[config.mk]
export PLATFORM = sky130hd
export DESIGN_NAME = stepper_phase_speed_profile
export DESIGN_NICKNAME = d
export VERILOG_FILES = /design/src/hdl/spsp_pkg.sv /design/src/hdl/stepper_phase_speed_profile.sv /design/src/hdl/spsp_div.sv /design/src/hdl/spsp_dp.sv /design/src/hdl/spsp_seq.sv
export VERILOG_INCLUDE_DIRS = /design/src /design/src/hdl
export SDC_FILE = /design/constraint.sdc
export NUM_CORES = 1
export LEC_CHECK = 0
export BUFFER_PORTS_ARGS = -buffer_cell sky130_fd_sc_hd__buf_4
export CAP_MARGIN = 20
export CORE_ASPECT_RATIO = 0.7
export CORE_UTILIZATION = 35
export CTS_BUF_LIST = sky130_fd_sc_hd__clkbuf_16
export CTS_CLUSTER_DIAMETER = 100
export DETAILED_ROUTE_END_ITERATION = 16
export PLACE_DENSITY = 0.57
export REMOVE_ABC_BUFFERS = 1
export SLEW_MARGIN = 20
export SYNTH_ARGS = -nofsm -noshare
export SYNTH_HDL_FRONTEND = slang
export SYNTH_SLANG_ARGS = --single-unit
[constraint.sdc]
create_clock -name clk -period 9.7 [get_ports clk]
set_clock_uncertainty 0.15 [all_clocks]
set_input_delay 0.97 -clock clk [delete_from_list [all_inputs] [get_ports clk]]
set_output_delay 0.97 -clock clk [all_outputs]
set_load 0.005 [all_outputs]
[src/hdl/assert_macros.svh]
// Assertion macros for the stepper profile block.
// Each macro expects clk and rst_n in the scope where it is used.
`ifndef ASSERT_MACROS_SVH
`define ASSERT_MACROS_SVH
`ifndef SYNTHESIS
`define SPSP_ASSERT(label, prop, msg) \
    label: assert property (@(posedge clk) disable iff (!rst_n) prop) else $error(msg);
`define SPSP_NEVER(label, expr, msg) \
    label: assert property (@(posedge clk) disable iff (!rst_n) !(expr)) else $error(msg);
`else
`define SPSP_ASSERT(label, prop, msg)
`define SPSP_NEVER(label, expr, msg)
`endif
`endif

[src/hdl/spsp_pkg.sv]
package spsp_pkg;

    // Register reset values and profile constants
    localparam logic [15:0] STEP_CONST_RST = 16'd12000;
    localparam logic [14:0] SPEED_LIM_RST  = 15'd6000;
    localparam logic [7:0]  SPEED_STEP_RST = 8'd10;
    localparam logic [9:0]  MS_PER_SEC     = 10'd1000;
    localparam logic [3:0]  LAST_SECOND    = 4'd11;
    localparam logic [16:0] STEP_COUNT_MAX = 17'h1FFFF;
    localparam int          DIV_BITS       = 16;

    // Configuration register indexes
    typedef enum logic [1:0] {
        CFG_STEP_CONST = 2'd0,
        CFG_SPEED_LIM  = 2'd1,
        CFG_SPEED_STEP = 2'd2
    } cfg_idx_t;

    typedef enum logic [1:0] {
        ACC_PLUS,
        ACC_ZERO,
        ACC_MINUS
    } accel_t;

    // Sequencer branch conditions
    typedef enum logic [1:0] {
        COND_NEXT,
        COND_FETCH,
        COND_LOOP_DIV,
        COND_EMIT
    } cond_t;

    typedef logic [2:0] upc_t;

    localparam upc_t UPC_FETCH  = 3'd0;
    localparam upc_t UPC_LOAD   = 3'd1;
    localparam upc_t UPC_DIV    = 3'd2;
    localparam upc_t UPC_COMMIT = 3'd3;
    localparam upc_t UPC_EMIT   = 3'd4;

    // Control word fields that drive the datapath
    typedef struct packed {
        logic fetch;
        logic load;
        logic iter;
        logic commit;
        logic emit;
    } ctrl_t;

    typedef struct packed {
        ctrl_t ctrl;
        cond_t cond;
        upc_t  target;
    } rom_word_t;

    // Microprogram
    function automatic rom_word_t rom_word(input upc_t upc);
        rom_word_t w;
        w = '{ctrl: '0, cond: COND_EMIT, target: UPC_FETCH};
        unique case (upc)
            UPC_FETCH:
            begin
                w.ctrl.fetch = 1'b1;
                w.cond       = COND_FETCH;
                w.target     = UPC_EMIT;
            end
            UPC_LOAD:
            begin
                w.ctrl.load = 1'b1;
                w.cond      = COND_NEXT;
            end
            UPC_DIV:
            begin
                w.ctrl.iter = 1'b1;
                w.cond      = COND_LOOP_DIV;
            end
            UPC_COMMIT:
            begin
                w.ctrl.commit = 1'b1;
                w.cond        = COND_NEXT;
            end
            UPC_EMIT:
            begin
                w.ctrl.emit = 1'b1;
                w.cond      = COND_EMIT;
                w.target    = UPC_FETCH;
            end
            default:
            begin
                w.cond   = COND_EMIT;
                w.target = UPC_FETCH;
            end
        endcase
        return w;
    endfunction

    // Acceleration by second of the profile
    function automatic accel_t accel_of(input logic [3:0] sec);
        accel_t a;
        if (sec > 4'd6 && sec < 4'd10)
            a = ACC_ZERO;
        else if (sec > 4'd2 && sec < 4'd6)
            a = ACC_MINUS;
        else
            a = ACC_PLUS;
        return a;
    endfunction

    // Full-step coil drive by phase
    function automatic logic [3:0] coil_of(input logic [1:0] ph);
        logic [3:0] c;
        case (ph)
            2'd0:    c = 4'b0011;
            2'd1:    c = 4'b0110;
            2'd2:    c = 4'b1100;
            default: c = 4'b1001;
        endcase
        return c;
    endfunction

endpackage

[src/hdl/stepper_phase_speed_profile.sv]
// A tick=1 transfer passes the load, divide loop, commit and emit states before its
// result shows; a tick=0 transfer goes from fetch straight to emit. One item is in work at a time.
// A tick=1 item runs the 16-iteration divider loop of the microprogram; emit waits
// while a stalled result still holds the output.
// Reset (rst_n, async low): registers to defaults, speed 1, counters and phase 0.
`include "assert_macros.svh"

module stepper_phase_speed_profile (
    input  logic               clk,
    input  logic               rst_n,
    input  logic               in_valid,
    output logic               in_stall,
    input  logic               tick,
    output logic               out_valid,
    input  logic               out_stall,
    output logic [3:0]         coil_pattern,
    output logic [1:0]         phase_index,
    output logic signed [15:0] speed_now,
    input  logic               cfg_we,
    input  logic [1:0]         cfg_index,
    input  logic [15:0]        cfg_data
);
    import spsp_pkg::*;

    ctrl_t              ctrl;
    logic               div_last;
    logic               out_free;
    logic [1:0]         phase;
    logic signed [15:0] speed;

    logic               out_valid_reg, out_valid_next;
    logic [3:0]         coil_reg;
    logic [1:0]         phase_out_reg;
    logic signed [15:0] speed_out_reg;

    assign out_free = !out_valid_reg || !out_stall;
    assign in_stall = !ctrl.fetch;

    spsp_seq u_seq (
        .clk      (clk),
        .rst_n    (rst_n),
        .in_valid (in_valid),
        .in_tick  (tick),
        .div_last (div_last),
        .out_free (out_free),
        .ctrl     (ctrl)
    );

    spsp_dp u_dp (
        .clk       (clk),
        .rst_n     (rst_n),
        .ctrl      (ctrl),
        .cfg_we    (cfg_we),
        .cfg_index (cfg_index),
        .cfg_data  (cfg_data),
        .div_last  (div_last),
        .phase     (phase),
        .speed     (speed)
    );

    // Hold the result until the transfer completes
    always_comb
    begin
        out_valid_next = out_valid_reg;
        if (ctrl.emit)
            out_valid_next = 1'b1;
        else if (!out_stall)
            out_valid_next = 1'b0;
    end

    always_ff @(posedge clk or negedge rst_n)
    begin
        if (!rst_n)
            out_valid_reg <= 1'b0;
        else
            out_valid_reg <= out_valid_next;
    end

    always_ff @(posedge clk)
    begin
        if (ctrl.emit)
        begin
            coil_reg      <= coil_of(phase);
            phase_out_reg <= phase;
            speed_out_reg <= speed;
        end
    end

    assign out_valid    = out_valid_reg;
    assign coil_pattern = coil_reg;
    assign phase_index  = phase_out_reg;
    assign speed_now    = speed_out_reg;

    `SPSP_ASSERT(a_out_hold, out_valid_reg && out_stall |=> out_valid_reg, "stalled result dropped")
    `SPSP_NEVER(a_emit_overwrite, ctrl.emit && out_valid_reg && out_stall, "result overwritten while stalled")

endmodule

[src/hdl/spsp_div.sv]
module spsp_div (
    input  logic        clk,
    input  logic        rst_n,
    input  logic        start,
    input  logic        iter,
    input  logic [15:0] dividend,
    input  logic [14:0] divisor,
    output logic [15:0] quotient,
    output logic        last
);
    import spsp_pkg::*;

    localparam int CNT_W = $clog2(DIV_BITS);

    logic [15:0]      quo_reg, quo_next;
    logic [14:0]      rem_reg, rem_next;
    logic [14:0]      dvs_reg, dvs_next;
    logic [CNT_W-1:0] cnt_reg, cnt_next;
    logic [15:0]      trial;

    assign trial = {rem_reg, quo_reg[15]};

    // One restoring-division bit per iteration
    always_comb
    begin
        quo_next = quo_reg;
        rem_next = rem_reg;
        dvs_next = dvs_reg;
        cnt_next = cnt_reg;
        if (start)
        begin
            quo_next = dividend;
            rem_next = '0;
            dvs_next = divisor;
            cnt_next = '0;
        end
        else if (iter)
        begin
            if (trial >= {1'b0, dvs_reg})
            begin
                rem_next = 15'(trial - {1'b0, dvs_reg});
                quo_next = {quo_reg[14:0], 1'b1};
            end
            else
            begin
                rem_next = trial[14:0];
                quo_next = {quo_reg[14:0], 1'b0};
            end
            cnt_next = cnt_reg + 1'b1;
        end
    end

    always_ff @(posedge clk or negedge rst_n)
    begin
        if (!rst_n)
            cnt_reg <= '0;
        else
            cnt_reg <= cnt_next;
    end

    always_ff @(posedge clk)
    begin
        quo_reg <= quo_next;
        rem_reg <= rem_next;
        dvs_reg <= dvs_next;
    end

    assign quotient = quo_reg;
    assign last     = (cnt_reg == CNT_W'(DIV_BITS - 1));

endmodule

[src/hdl/spsp_dp.sv]
`include "assert_macros.svh"

module spsp_dp (
    input  logic                clk,
    input  logic                rst_n,
    input  spsp_pkg::ctrl_t     ctrl,
    input  logic                cfg_we,
    input  logic [1:0]          cfg_index,
    input  logic [15:0]         cfg_data,
    output logic                div_last,
    output logic [1:0]          phase,
    output logic signed [15:0]  speed
);
    import spsp_pkg::*;

    logic [15:0]        step_const_reg;
    logic [14:0]        speed_lim_reg;
    logic [7:0]         speed_step_reg;
    logic [16:0]        step_count_reg, step_count_next;
    logic [1:0]         phase_reg, phase_next;
    logic [9:0]         milli_reg, milli_next;
    logic [3:0]         second_reg, second_next;
    logic signed [15:0] speed_reg, speed_next;

    logic signed [16:0] speed_ext, sum, lim_pos, lim_neg, abs_speed;
    logic [9:0]         milli_inc;
    logic [15:0]        quotient;

    assign speed_ext = 17'(speed_reg);
    assign abs_speed = speed_reg[15] ? -speed_ext : speed_ext;
    assign lim_pos   = {2'b00, speed_lim_reg};
    assign lim_neg   = -lim_pos;
    assign milli_inc = milli_reg + 1'b1;

    spsp_div u_div (
        .clk      (clk),
        .rst_n    (rst_n),
        .start    (ctrl.load),
        .iter     (ctrl.iter),
        .dividend (step_const_reg),
        .divisor  (abs_speed[14:0]),
        .quotient (quotient),
        .last     (div_last)
    );

    // Speed after acceleration, before clamping
    always_comb
    begin
        case (accel_of(second_reg))
            ACC_PLUS:  sum = speed_ext + $signed({9'd0, speed_step_reg});
            ACC_MINUS: sum = speed_ext - $signed({9'd0, speed_step_reg});
            default:   sum = speed_ext;
        endcase
    end

    // Advance counters on load, commit step and speed afterwards
    always_comb
    begin
        step_count_next = step_count_reg;
        phase_next      = phase_reg;
        milli_next      = milli_reg;
        second_next     = second_reg;
        speed_next      = speed_reg;
        if (ctrl.load)
        begin
            if (step_count_reg != STEP_COUNT_MAX)
                step_count_next = step_count_reg + 1'b1;
            milli_next = milli_inc;
            if (milli_inc > MS_PER_SEC)
            begin
                milli_next  = milli_inc - MS_PER_SEC;
                second_next = (second_reg >= LAST_SECOND) ? 4'd0 : second_reg + 1'b1;
            end
        end
        if (ctrl.commit)
        begin
            if (speed_reg != 16'sd0 && step_count_reg > {1'b0, quotient})
            begin
                step_count_next = '0;
                phase_next      = speed_reg[15] ? phase_reg - 1'b1 : phase_reg + 1'b1;
            end
            if (sum > lim_pos)
                speed_next = lim_pos[15:0];
            else if (sum < lim_neg)
                speed_next = lim_neg[15:0];
            else
                speed_next = sum[15:0];
        end
    end

    always_ff @(posedge clk or negedge rst_n)
    begin
        if (!rst_n)
        begin
            step_count_reg <= '0;
            phase_reg      <= '0;
            milli_reg      <= '0;
            second_reg     <= '0;
            speed_reg      <= 16'sd1;
        end
        else
        begin
            step_count_reg <= step_count_next;
            phase_reg      <= phase_next;
            milli_reg      <= milli_next;
            second_reg     <= second_next;
            speed_reg      <= speed_next;
        end
    end

    // Configuration writes
    always_ff @(posedge clk or negedge rst_n)
    begin
        if (!rst_n)
        begin
            step_const_reg <= STEP_CONST_RST;
            speed_lim_reg  <= SPEED_LIM_RST;
            speed_step_reg <= SPEED_STEP_RST;
        end
        else if (cfg_we)
        begin
            unique case (cfg_index)
                CFG_STEP_CONST: step_const_reg <= cfg_data;
                CFG_SPEED_LIM:  speed_lim_reg  <= cfg_data[14:0];
                CFG_SPEED_STEP: speed_step_reg <= cfg_data[7:0];
                default:        ;
            endcase
        end
    end

    assign phase = phase_reg;
    assign speed = speed_reg;

    `SPSP_ASSERT(a_no_step_at_rest, ctrl.commit && speed_reg == 16'sd0 |=> $stable(phase_reg), "phase moved at zero speed")
    `SPSP_NEVER(a_speed_range, speed_reg == 16'sh8000, "speed left its signed range")

endmodule

[src/hdl/spsp_seq.sv]
`include "assert_macros.svh"

module spsp_seq (
    input  logic            clk,
    input  logic            rst_n,
    input  logic            in_valid,
    input  logic            in_tick,
    input  logic            div_last,
    input  logic            out_free,
    output spsp_pkg::ctrl_t ctrl
);
    import spsp_pkg::*;

    upc_t      upc_reg, upc_next;
    rom_word_t word;

    assign word = rom_word(upc_reg);

    // Branch on the current control word
    always_comb
    begin
        unique case (word.cond)
            COND_NEXT:
                upc_next = upc_reg + 1'b1;
            COND_FETCH:
                if (!in_valid)
                    upc_next = upc_reg;
                else if (!in_tick)
                    upc_next = word.target;
                else
                    upc_next = upc_reg + 1'b1;
            COND_LOOP_DIV:
                upc_next = div_last ? upc_reg + 1'b1 : upc_reg;
            COND_EMIT:
                upc_next = out_free ? word.target : upc_reg;
            default:
                upc_next = UPC_FETCH;
        endcase
    end

    // Drive the datapath, hold the output load until the slot is free
    always_comb
    begin
        ctrl      = word.ctrl;
        ctrl.emit = word.ctrl.emit && out_free;
    end

    always_ff @(posedge clk or negedge rst_n)
    begin
        if (!rst_n)
            upc_reg <= UPC_FETCH;
        else
            upc_reg <= upc_next;
    end

    `SPSP_ASSERT(a_div_exit, upc_reg == UPC_DIV && div_last |=> upc_reg == UPC_COMMIT, "divide loop did not exit")
    `SPSP_ASSERT(a_skip_idle, upc_reg == UPC_FETCH && in_valid && !in_tick |=> upc_reg == UPC_EMIT, "idle transfer did not go to emit")

endmodule

* Word-level counts from Yosys, hierarchy flattened *
Index checks and enable logic that the tools add are counted.

word-level totals
  input port bits = 24
  word-level logic and storage cells = 114
  register bits after elaboration = 164

operators by class
  reduce and logical (&&, ||, !) cells = 22
  muxes and demuxes = 34
  order comparisons = 10
  add/subtract/negate cells = 13
  equality and inequality tests = 18

operators by type and width
  cell                                            number
  2-to-1 mux 17 bit                               4
  2-to-1 mux 16 bit                               4
  > comparator 17 x 16 -> 1 bit                   2
  one-hot mux 17 bit (2 select lines)             1
  2-to-1 mux 15 bit                               2
  adder 16 x 9 -> 17 bit                          1
  adder 17 x 1 -> 17 bit (second input constant)  1
  less-than comparator 17 bit                     1
  != test 17 bit (second input constant)          1
  negation 15 -> 17 bit                           1
  subtractor 16 x 9 -> 17 bit                     1
  >= comparator 16 x 15 -> 1 bit                  1
  nonzero test 16 bit                             1
  2-to-1 mux 3 bit                                5
  negation 15 bit                                 1
  subtractor 15 bit                               1
  2-to-1 mux 4 bit                                3
  one-hot mux 3 bit (4 select lines)              1
  one-hot mux 4 bit (3 select lines)              1
  adder 10 x 1 -> 10 bit (second input constant)  1
  == test 2 bit (second input constant)           5
  > comparator 10 bit (second input constant)     1
  2-to-1 mux 10 bit                               1
  AND reduction 2 bit                             5
  28 further kinds                                51

* Longest topological paths before layout *
Gate-level depths: netlist of run 1.

  depth in word-level cells = 9
  gate-level depth with buffers = 26
  mapped depth without buffers = 24

* By module *
From an unflattened synthesis of run 1, not the netlist that was laid out.

unflattened totals
  cells, all modules = 1137
  area, all modules = 11054.4 sq um

modules (own cells, without submodules)
  module                       seq. area each (sq um)  instances  cells each  area each (sq um)
  spsp_dp                      2223.4                  1          784         7074.3
  spsp_div                     1331.3                  1          284         2892.8
  stepper_phase_speed_profile  685.7                   1          35          774.5
  spsp_seq                     75.1                    1          34          312.8

* Least setup slack after synthesis of run 1 *
Ideal clock, no wire load.

  kind = register -> register
  from = reg u_dp.second_reg[0]
  to = reg u_dp.speed_reg[0], in the netlist u_dp.speed[0]
  stages on the path, launching flop included = 26
  setup slack = 4117 ps
  period minus slack after synthesis = 5583 ps
  library setup time = 82 ps
  required time = 9468 ps
  data arrival time = 5351 ps
  path through = dfrtp_1 -> inv_1 -> ha_1 -> nor4b_1 -> or2_2 -> clkbuf_1 -> a21oi_1 -> xnor2_1 -> ha_1 -> or4_4 -> or2_0 -> o21a_1 -> a21oi_1 -> xor2_1 -> o21ai_0 -> ha_1 -> nand2_1 -> or4_1 -> nor2_1 -> a21o_1 -> o311ai_1 -> o311ai_4 -> buf_6 -> nand2_2 -> mux2i_1 -> mux2_4

between the ends
  word-level cells in the longest chain between the ends = 9

ends and longest elaborated chain
  what                                                                                       RTL line         text
  from (decl)                                                                                spsp_dp.sv:22    logic [3:0] second_reg, second_next;
  from (signal assigned)                                                                     spsp_dp.sv:106   second_reg <= second_next;
  > comparator 4 x 2 -> 1 bit / less-than comparator 4 x 3 -> 1 bit (equally long branches)  spsp_pkg.sv:102  else if (sec > 4'd2 && sec < 4'd6)
  logical AND 1 bit                                                                          spsp_pkg.sv:102
  2-to-1 mux 2 bit                                                                           spsp_pkg.sv:102
  2-to-1 mux 2 bit (*)                                                                       spsp_pkg.sv:100  if (sec > 4'd6 && sec < 4'd10)
  == test 2 bit / zero test 2 bit (equally long branches)                                    spsp_dp.sv:49    case (accel_of(second_reg))
  one-hot mux 17 bit (2 select lines) (*)                                                    spsp_dp.sv:49
  less-than comparator 17 bit                                                                spsp_dp.sv:84    else if (sum < lim_neg)
  2-to-1 mux 16 bit                                                                          spsp_dp.sv:84
  2-to-1 mux 16 bit (*)                                                                      spsp_dp.sv:82    if (sum > lim_pos)
  to (signal assigned)                                                                       spsp_dp.sv:107   speed_reg <= speed_next;
  to (decl)                                                                                  spsp_dp.sv:23    logic signed [15:0] speed_reg, speed_next;

Mark *: on every way between the ends. The rest lies on a longest branch, timed or not.
A chain may end at the register's enable or synchronous reset.

* Worst setup path in the final report of run 1 *
  from = reg u_dp.speed_step_reg[2]
  to = reg u_dp.speed_reg[5], in the netlist u_dp.speed[5]

between the ends
  word-level cells in the longest chain between the ends = 5

ends and longest elaborated chain
  what                                                                          RTL line                      text
  from (decl)                                                                   spsp_dp.sv:18                 logic [7:0] speed_step_reg;
  from (signal assigned)                                                        spsp_dp.sv:125                CFG_SPEED_STEP: speed_step_reg <= cfg_data[7:0];
  subtractor 16 x 9 -> 17 bit / adder 16 x 9 -> 17 bit (equally long branches)  spsp_dp.sv:51, spsp_dp.sv:50
  one-hot mux 17 bit (2 select lines) (*)                                       spsp_dp.sv:49
  less-than comparator 17 bit                                                   spsp_dp.sv:84
  2-to-1 mux 16 bit                                                             spsp_dp.sv:84
  2-to-1 mux 16 bit (*)                                                         spsp_dp.sv:82

Marked as above.

==> reports/qor.yml, run 1 <==
clock.fmax_mhz: 149
drt-total-wl_um: 27200
post-route-util: 0.405
synth_top_area_share: 0.185
via_per_inst: 5.21
synth_flop_cell: "dfrtp_1"
rows: 53
drc_errors: 2
status: "finished with violations"
required_ns: 9.88
ctsHoldBuffers: 0
hold_viol: 0
synth_area_leaders: "dfrtp_1, edfxtp_1, ha_1"
rsz0062_at_grt: "no"
use_met2: 0.242
grt_first_pass_wirelength_um: 43500
syn_area_per_cell_um2: 9.54
grt_overflow: 0
synthAdderAreaFrac: 0.117
placed_cells: 1563
syn_inst: 1123
synthMuxAreaShare: 0.0585
finalSetupViolCount: 0
wl_per_cell_um: 17.1
hold_class: "in2async"
period_share: 0.690
grt_use_met3: 0.0437
synth_cell_type_count: 76
drtAntennaViolNets: 0
portBuffers: 47
cts_resized: 0
critical_path_class: "reg2reg"
startpoint_type: "flop"
maxCapViolCount: 0
fin_area_um2: 12200
clk_latency_ns: 0.46
crit_slowest_cell: "o311ai_4"
synth_top_area_cell: "dfrtp_1"
largest_reg_flops: 17
dieArea_um2: 31300
cts_root_buffer: "clkbuf_16"
period_needed_ns: 6.69
dr_total_vias: 8313
htreeDepth: 4
clockBufferDepth: 2
nFillCells: 2939
gp_congestion: 0.906
met1_usage: 0.288
start_util: 0.356
finalNonFillerCells: 1595
critPathTopFamily: "compound AO/OA/AOI/OAI gates"
drive_gt1_frac: 0.146
nets: 1293
first_pass_iters: 11
core_area_um2: 30000
synth_edf_count: 53
vdd_drop_max_mv: 0.142
whs_ns: 0.312
areaGrowthSynthToFinish_pct: 13.6
worst_pin_slew_ns: 0.897
slew_viol_final: 0
finalPower_mw: 3.30
synth_xor_area_frac: 0.0622
grtUsageTotal: 0.181
grt.busiest_layer: "met1"
critical_path.max_fanout: 21
hpwl_um: 20600
ioPinCount: 48
fin_ws_ns: 3.01
tritoncts: "built"
diodes: 0
synth_top_family_by_area: "compound AO/OA/AOI/OAI gates"
tns_ns: 0
ys_warn_count: 0
timing.critical_path.mode_cell: "ha_1"
ys_seq_area_frac: 0.403
antenna_found_initial: 2
die_y_um: 148
synth_compound_area_frac: 0.160
violations: "DRC"
clock_sinks: 164
cts_buffers: 17
grt_max_degree: 63
drt_iter0_markers: 606
power_density_nw_per_um2: 271
postCtsSetupBuffers: 0
cp.arrival_ns: 6.88
endpoint_kind: "flop"
post-place-ws_ns: 3.21
die_x_um: 211
p_leak_nw: 5.31
dpl_cell_area_um2: 11600
ys_ff_latch: 164
crit_chain: "nor4_1 > nor4b_1 > ha_1 > mux2i_1 > ha_1 > a21oi_1 > a2bb2oi_1 > o21a_1 > a22o_1 > o31ai_1 > ha_1 > nand3_1 > or4_1 > nor2_1 > a21o_1 > o311ai_1 > o311ai_4 > inv_2 > o311ai_0"
slew-limit-headroom: 0.400
synthSimpleGateAreaFrac: 0.159
layout_common_cells: "nand2_1, ha_1, nor2_1"
final_common_cell: "nand2_1"
clkTransAtPathRegs_ns: 0.07
slowest_delay_ns: 0.81
synth_area_um2: 10700
grt_pass1_vias: 7709
synthArstFlopShare: 0.585
cp.buffers_inverters: 1
==> cell usage after synthesis (3+ instances only) <==
library cell and number:
edfxtp_1 53, nor3_1 16, dfrtp_1 79, nor3b_1 5, and3_1 9, xor2_1 24
o31ai_1 14, and4_1 9, dfxtp_1 15, ha_1 97, nand3_1 32, a221oi_1 4
a31oi_1 7, a211o_1 5, a22o_1 4, nand2_1 123, mux2i_1 15, or3_1 10
clkbuf_1 28, or4_1 5, nor4b_1 3, o31a_1 3, or2_2 7, o21ai_0 76
a21o_1 19, o22ai_1 5, a21oi_1 46, mux2_2 41, dfstp_2 17, nand2b_1 9
a21boi_0 4, o211ai_1 3, nor2_1 83, xnor2_1 52, nor2b_1 12, nand3b_1 3
nor4_1 5, o21a_1 19, and2_1 9, nand4_1 11, a211oi_1 14, o311ai_0 5
o41ai_1 4, inv_1 80, a31o_2 3
==> cell type report <==
class                   instances  area (um^2)  share of cell area
repair buffers                 60          450              0.0370
clock inverters                14          145              0.0119
well taps                     412          515              0.0424
clock buffers                  18          450              0.0370
multi-input cells             845         5980               0.492
flip-flops and latches        164         4320               0.355
inverters                      82          308              0.0253
==> cells by family after synthesis <==
logic type | after synthesis
buf+inv | 114
mux | 57
flops | 164
simple gates | 355
compound gates | 258
xor+xnor | 76
fa+ha+maj | 99
==> report_power, final <==
| group | leakage [nW] | switching, mW | internal (mW) |
|---|---|---|---|
| registers | 1.82 | 0.193 | 0.942 |
| clock network | 0.295 | 0.308 | 0.396 |
| logic | 3.20 | 0.859 | 0.597 |
==> path summary, 6_finish.rpt <==
kind | cells after the start | from | slack (ns) | endpoint
setup reg to reg | 19 | u_dp.speed_step_reg[2] | 3.01 | u_dp.speed[5]
hold reg to reg | 2 | u_dp.u_div.rem_reg[10] | 0.34 | u_dp.u_div.rem_reg[10]
hold / removal | 1 | rst_n | 0.31 | u_dp.step_count_reg[11]
min in group clk | 2 | u_dp.u_div.rem_reg[10] | 0.34 | u_dp.u_div.rem_reg[10]
max in group asynchronous | 2 | rst_n | 7.87 | u_dp.speed[7]
setup / recovery | 19 | u_dp.speed_step_reg[2] | 3.01 | u_dp.speed[5]
==> routing by layer <==
metal  share of wire  wire, um
met5               0         0
met4          0.0063       172
met3           0.054      1460
met2            0.40     10800
met1            0.54     14800
(Power assumes the default switching activity.)
==> run 2, diff against run 1 <==
--- a/config.mk
+++ b/config.mk
@@ -6,6 +6,7 @@
 export SDC_FILE = /design/constraint.sdc
 export NUM_CORES = 1
 export LEC_CHECK = 0
+export ABC_AREA = 1
 export BUFFER_PORTS_ARGS = -buffer_cell sky130_fd_sc_hd__buf_4
 export CAP_MARGIN = 20
 export CORE_ASPECT_RATIO = 0.7
==> constraint.sdc (replaced) <==
create_clock -name clk -period 6.8 [get_ports clk]
set_clock_uncertainty 0.15 [all_clocks]
set_input_delay 0.68 -clock clk [delete_from_list [all_inputs] [get_ports clk]]
set_output_delay 0.68 -clock clk [all_outputs]
set_load 0.005 [all_outputs]
==> run 2 against run 1 <==
  * The flow now finishes without violations
  * Sequential cell count stayed put
  * Non-clock buffer count fell by 8
  * Clock power is 34% higher
  * Clock-buffer cell count decreased by 1
  * Total power grew 57%
  * Routed wire length up 9.4%
  * Highest routed layer is now met5
==> reports/qor.yml, run 2 <==
period_needed_ns: 5.52  # -1.17 ns
synth_area_leaders: "dfrtp_1, edfxtp_1, nand2_1"
p_comb_frac: 0.493  # +0.051
synth_top_area_cell: "dfrtp_1"
fin_area_um2: 12400  # +1.9%
die_x_um: 215  # +1.7%
p_leak_nw: 6.10  # +15%
grt_pass1_vias: 8459  # +9.7%
tns_ns: 0  # unchanged
period_share: 0.812  # +0.122
synth_compound_area_frac: 0.129  # -0.0309
maxCapViolCount: 0  # unchanged
slew-limit-headroom: 0.327  # -0.0735
antenna_found_initial: 0  # -2
finalNonFillerCells: 1899  # +19%
gp_congestion: 0.970  # +7.1%
diodes: 0  # unchanged
hpwl_um: 22900  # +11%
cts_root_buffer: "clkbuf_16"
synth_area_um2: 11100  # +3.4%
largest_reg_flops: 17  # unchanged
sequentialPowerShare: 0.323  # -0.021
core_area_um2: 31100  # +3.7%
tritoncts: "built"
slowest_delay_ns: 0.57  # -0.24 ns
hold_class: "in2async"
multi_input_area_um2: 5770  # -3.5%
drtAntennaViolNets: 0  # unchanged
status: "completed"
synth_xor_area_frac: 0.0483  # -0.0139
power_density_nw_per_um2: 416  # +54%
nFillCells: 3176  # +8.1%
clock_sinks: 164  # unchanged
cts_resized: 0  # unchanged
via_per_inst: 4.97  # -4.7%
ys_ff_latch: 164  # unchanged
synth_top_family_by_area: "simple AND/OR/NAND/NOR gates"
layout_common_cells: "nand2_1, inv_1, o21ai_0"
startpoint_type: "flop"
wl_per_cell_um: 15.7  # -8.1%
htreeDepth: 4  # unchanged
clock.fmax_mhz: 181  # +21%
nets: 1589  # +23%
first_pass_iters: 10  # -1
drt_iter0_markers: 791  # +31%
synth_edf_count: 53  # unchanged
critical_path_class: "reg2reg"
syn_area_per_cell_um2: 7.74  # -19%
critical_path.max_fanout: 29  # +38%
portBuffers: 47  # unchanged
postCtsSetupBuffers: 0  # unchanged
synthMuxAreaShare: 0.00102  # -0.0575
intPower_mw: 2.77  # +43%
clockBufferDepth: 2  # unchanged
die_y_um: 151  # +1.7%
crit_slowest_cell: "nand2_1"
cp.arrival_ns: 5.76  # -1.12 ns
power_switching_mw: 2.40  # +77%
final_common_cell: "nand2_1"
grtUsageTotal: 0.190  # +0.00907
worst_pin_slew_ns: 1.01  # +0.109 ns
swShare: 0.465  # +0.0522
finalSetupViolCount: 0  # unchanged
synth_common_cells: "nand2_1, inv_1, o21ai_0"
grt_max_degree: 78  # +24%
grt_first_pass_wirelength_um: 47300  # +8.7%
ys_seq_area_frac: 0.390  # -0.0132
areaGrowthSynthToFinish_pct: 12.0
slew_viol_final: 0  # unchanged
synth_top_area_share: 0.179  # -0.00603
drt-total-wl_um: 29800  # +9.4%
synth_cell_type_count: 55  # -28%
required_ns: 7.04  # -2.84 ns
rows: 54  # +1.9%
seqCellArea_um2: 4320  # unchanged
endpoint_kind: "flop"
ioPinCount: 48  # unchanged
synthSimpleGateAreaFrac: 0.229  # +0.0704
rsz0062_at_grt: "no"
ys_warn_count: 0  # unchanged
ctsHoldBuffers: 0  # unchanged
dpl_cell_area_um2: 11800  # +2.3%
start_util: 0.355  # -0.00106
drive_gt1_frac: 0.0852  # -0.0610
cts_buffers: 17  # unchanged
synthArstFlopShare: 0.585  # unchanged
synth_most_common_cell: "nand2_1"
syn_inst: 1430  # +27%
vdd_drop_max_mv: 0.186  # +31%
dieArea_um2: 32400  # +3.3%
timing.critical_path.mode_cell: "nand2_1"
placed_cells: 1866  # +19%
synthAdderAreaFrac: 0.113  # -0.00382
dr_total_vias: 9429  # +13%
pwr-share-clk: 0.183  # -0.031
synth_flop_cell: "dfrtp_1"
clkTransAtPathRegs_ns: 0.07  # about the same
hold_viol: 0  # unchanged
grt_overflow: 0  # unchanged
clk_latency_ns: 0.46  # about the same
drc_errors: 0  # -2
## run 2: cell type report
type,instances,share of cell area
Inverter,223,0.0676
Sequential cell,164,0.348
Multi-Input combinational cell,1008,0.465
Tap cell,420,0.0424
Timing Repair Buffer,52,0.0321
Clock inverter,15,0.0105
Clock buffer,17,0.0343
## run 2: logic make-up after synthesis
family	count (synthesis)
XOR/XNOR	61
flip-flops	164
adder cells (fa/ha/maj)	99
AND/OR/NAND/NOR	594
buffers and inverters	258
multiplexers	1
AO/OA/AOI/OAI	253
## run 2: final timing paths
check	from	cells past startpoint	endpoint	slack, ns
max	u_dp.second_reg[0]	30	u_dp.speed[0]	1.28
min	rst_n	1	u_dp.step_count_reg[0]	0.12
max reg2reg	u_dp.second_reg[0]	30	u_dp.speed[0]	1.28
min reg2reg	u_dp.u_div.rem_reg[11]	2	u_dp.u_div.rem_reg[11]	0.33
max in group asynchronous	rst_n	2	u_dp.speed_step_reg[5]	5.30
min in group clk	cfg_data[15]	2	u_dp.step_const_reg[15]	0.31
## run 2: per-stage QoR
| stage | util | hold slack [ns] | power [mW] | setup slack (ns) |
|---|---|---|---|---|
| 3_5_place_dp | 0.380 | 0.316 | 4.20 | 1.33 |
| 4_1_cts | 0.398 | 0.145 | 5.16 | 1.29 |
| 6_report | 0.398 | 0.117 | 5.17 | 1.28 |
| 3_3_place_gp | 0.380 | 0.316 | 4.15 | 1.50 |
| 5_1_grt | 0.398 | 0.161 | 5.62 | 0.527 |
| 2_1_floorplan | - | 0.234 | 3.38 | 1.87 |
## run 2: power by group through the flow
| stage | combinational (mW) | sequential (mW) | clock, mW |
|---|---|---|---|
| 2_1_floorplan | 1.83 | 1.55 | 0 |
| 3_3_place_gp | 2.47 | 1.67 | 0 |
| 3_5_place_dp | 2.52 | 1.68 | 0 |
| 4_1_cts | 2.53 | 1.66 | 0.973 |
| 5_1_grt | 2.91 | 1.70 | 1.01 |
| 6_report | 2.55 | 1.67 | 0.946 |
## run 2: critical path: cells and delay by family, from the launching register on
family | cells | cell delay, ns
buffers and inverters | 4 | 0.41
AND/OR/NAND/NOR | 17 | 2.29
AO/OA/AOI/OAI | 5 | 1.12
flip-flops | 1 | 0.35
XOR/XNOR | 1 | 0.12
adder cells (fa/ha/maj) | 3 | 1.00
## run 2: routing by layer
| metal | up-vias | share of wire | routed length [um] | GRT usage |
|---|---|---|---|---|
| met5 | - | 0.0021 | 64 | 0.0152 |
| met4 | 2 | 0.0090 | 268 | 0.0396 |
| li1 | 4795 | - | - | - |
| met2 | 263 | 0.37 | 11200 | 0.255 |
| met3 | 25 | 0.074 | 2210 | 0.0520 |
| met1 | 4344 | 0.54 | 16100 | 0.295 |
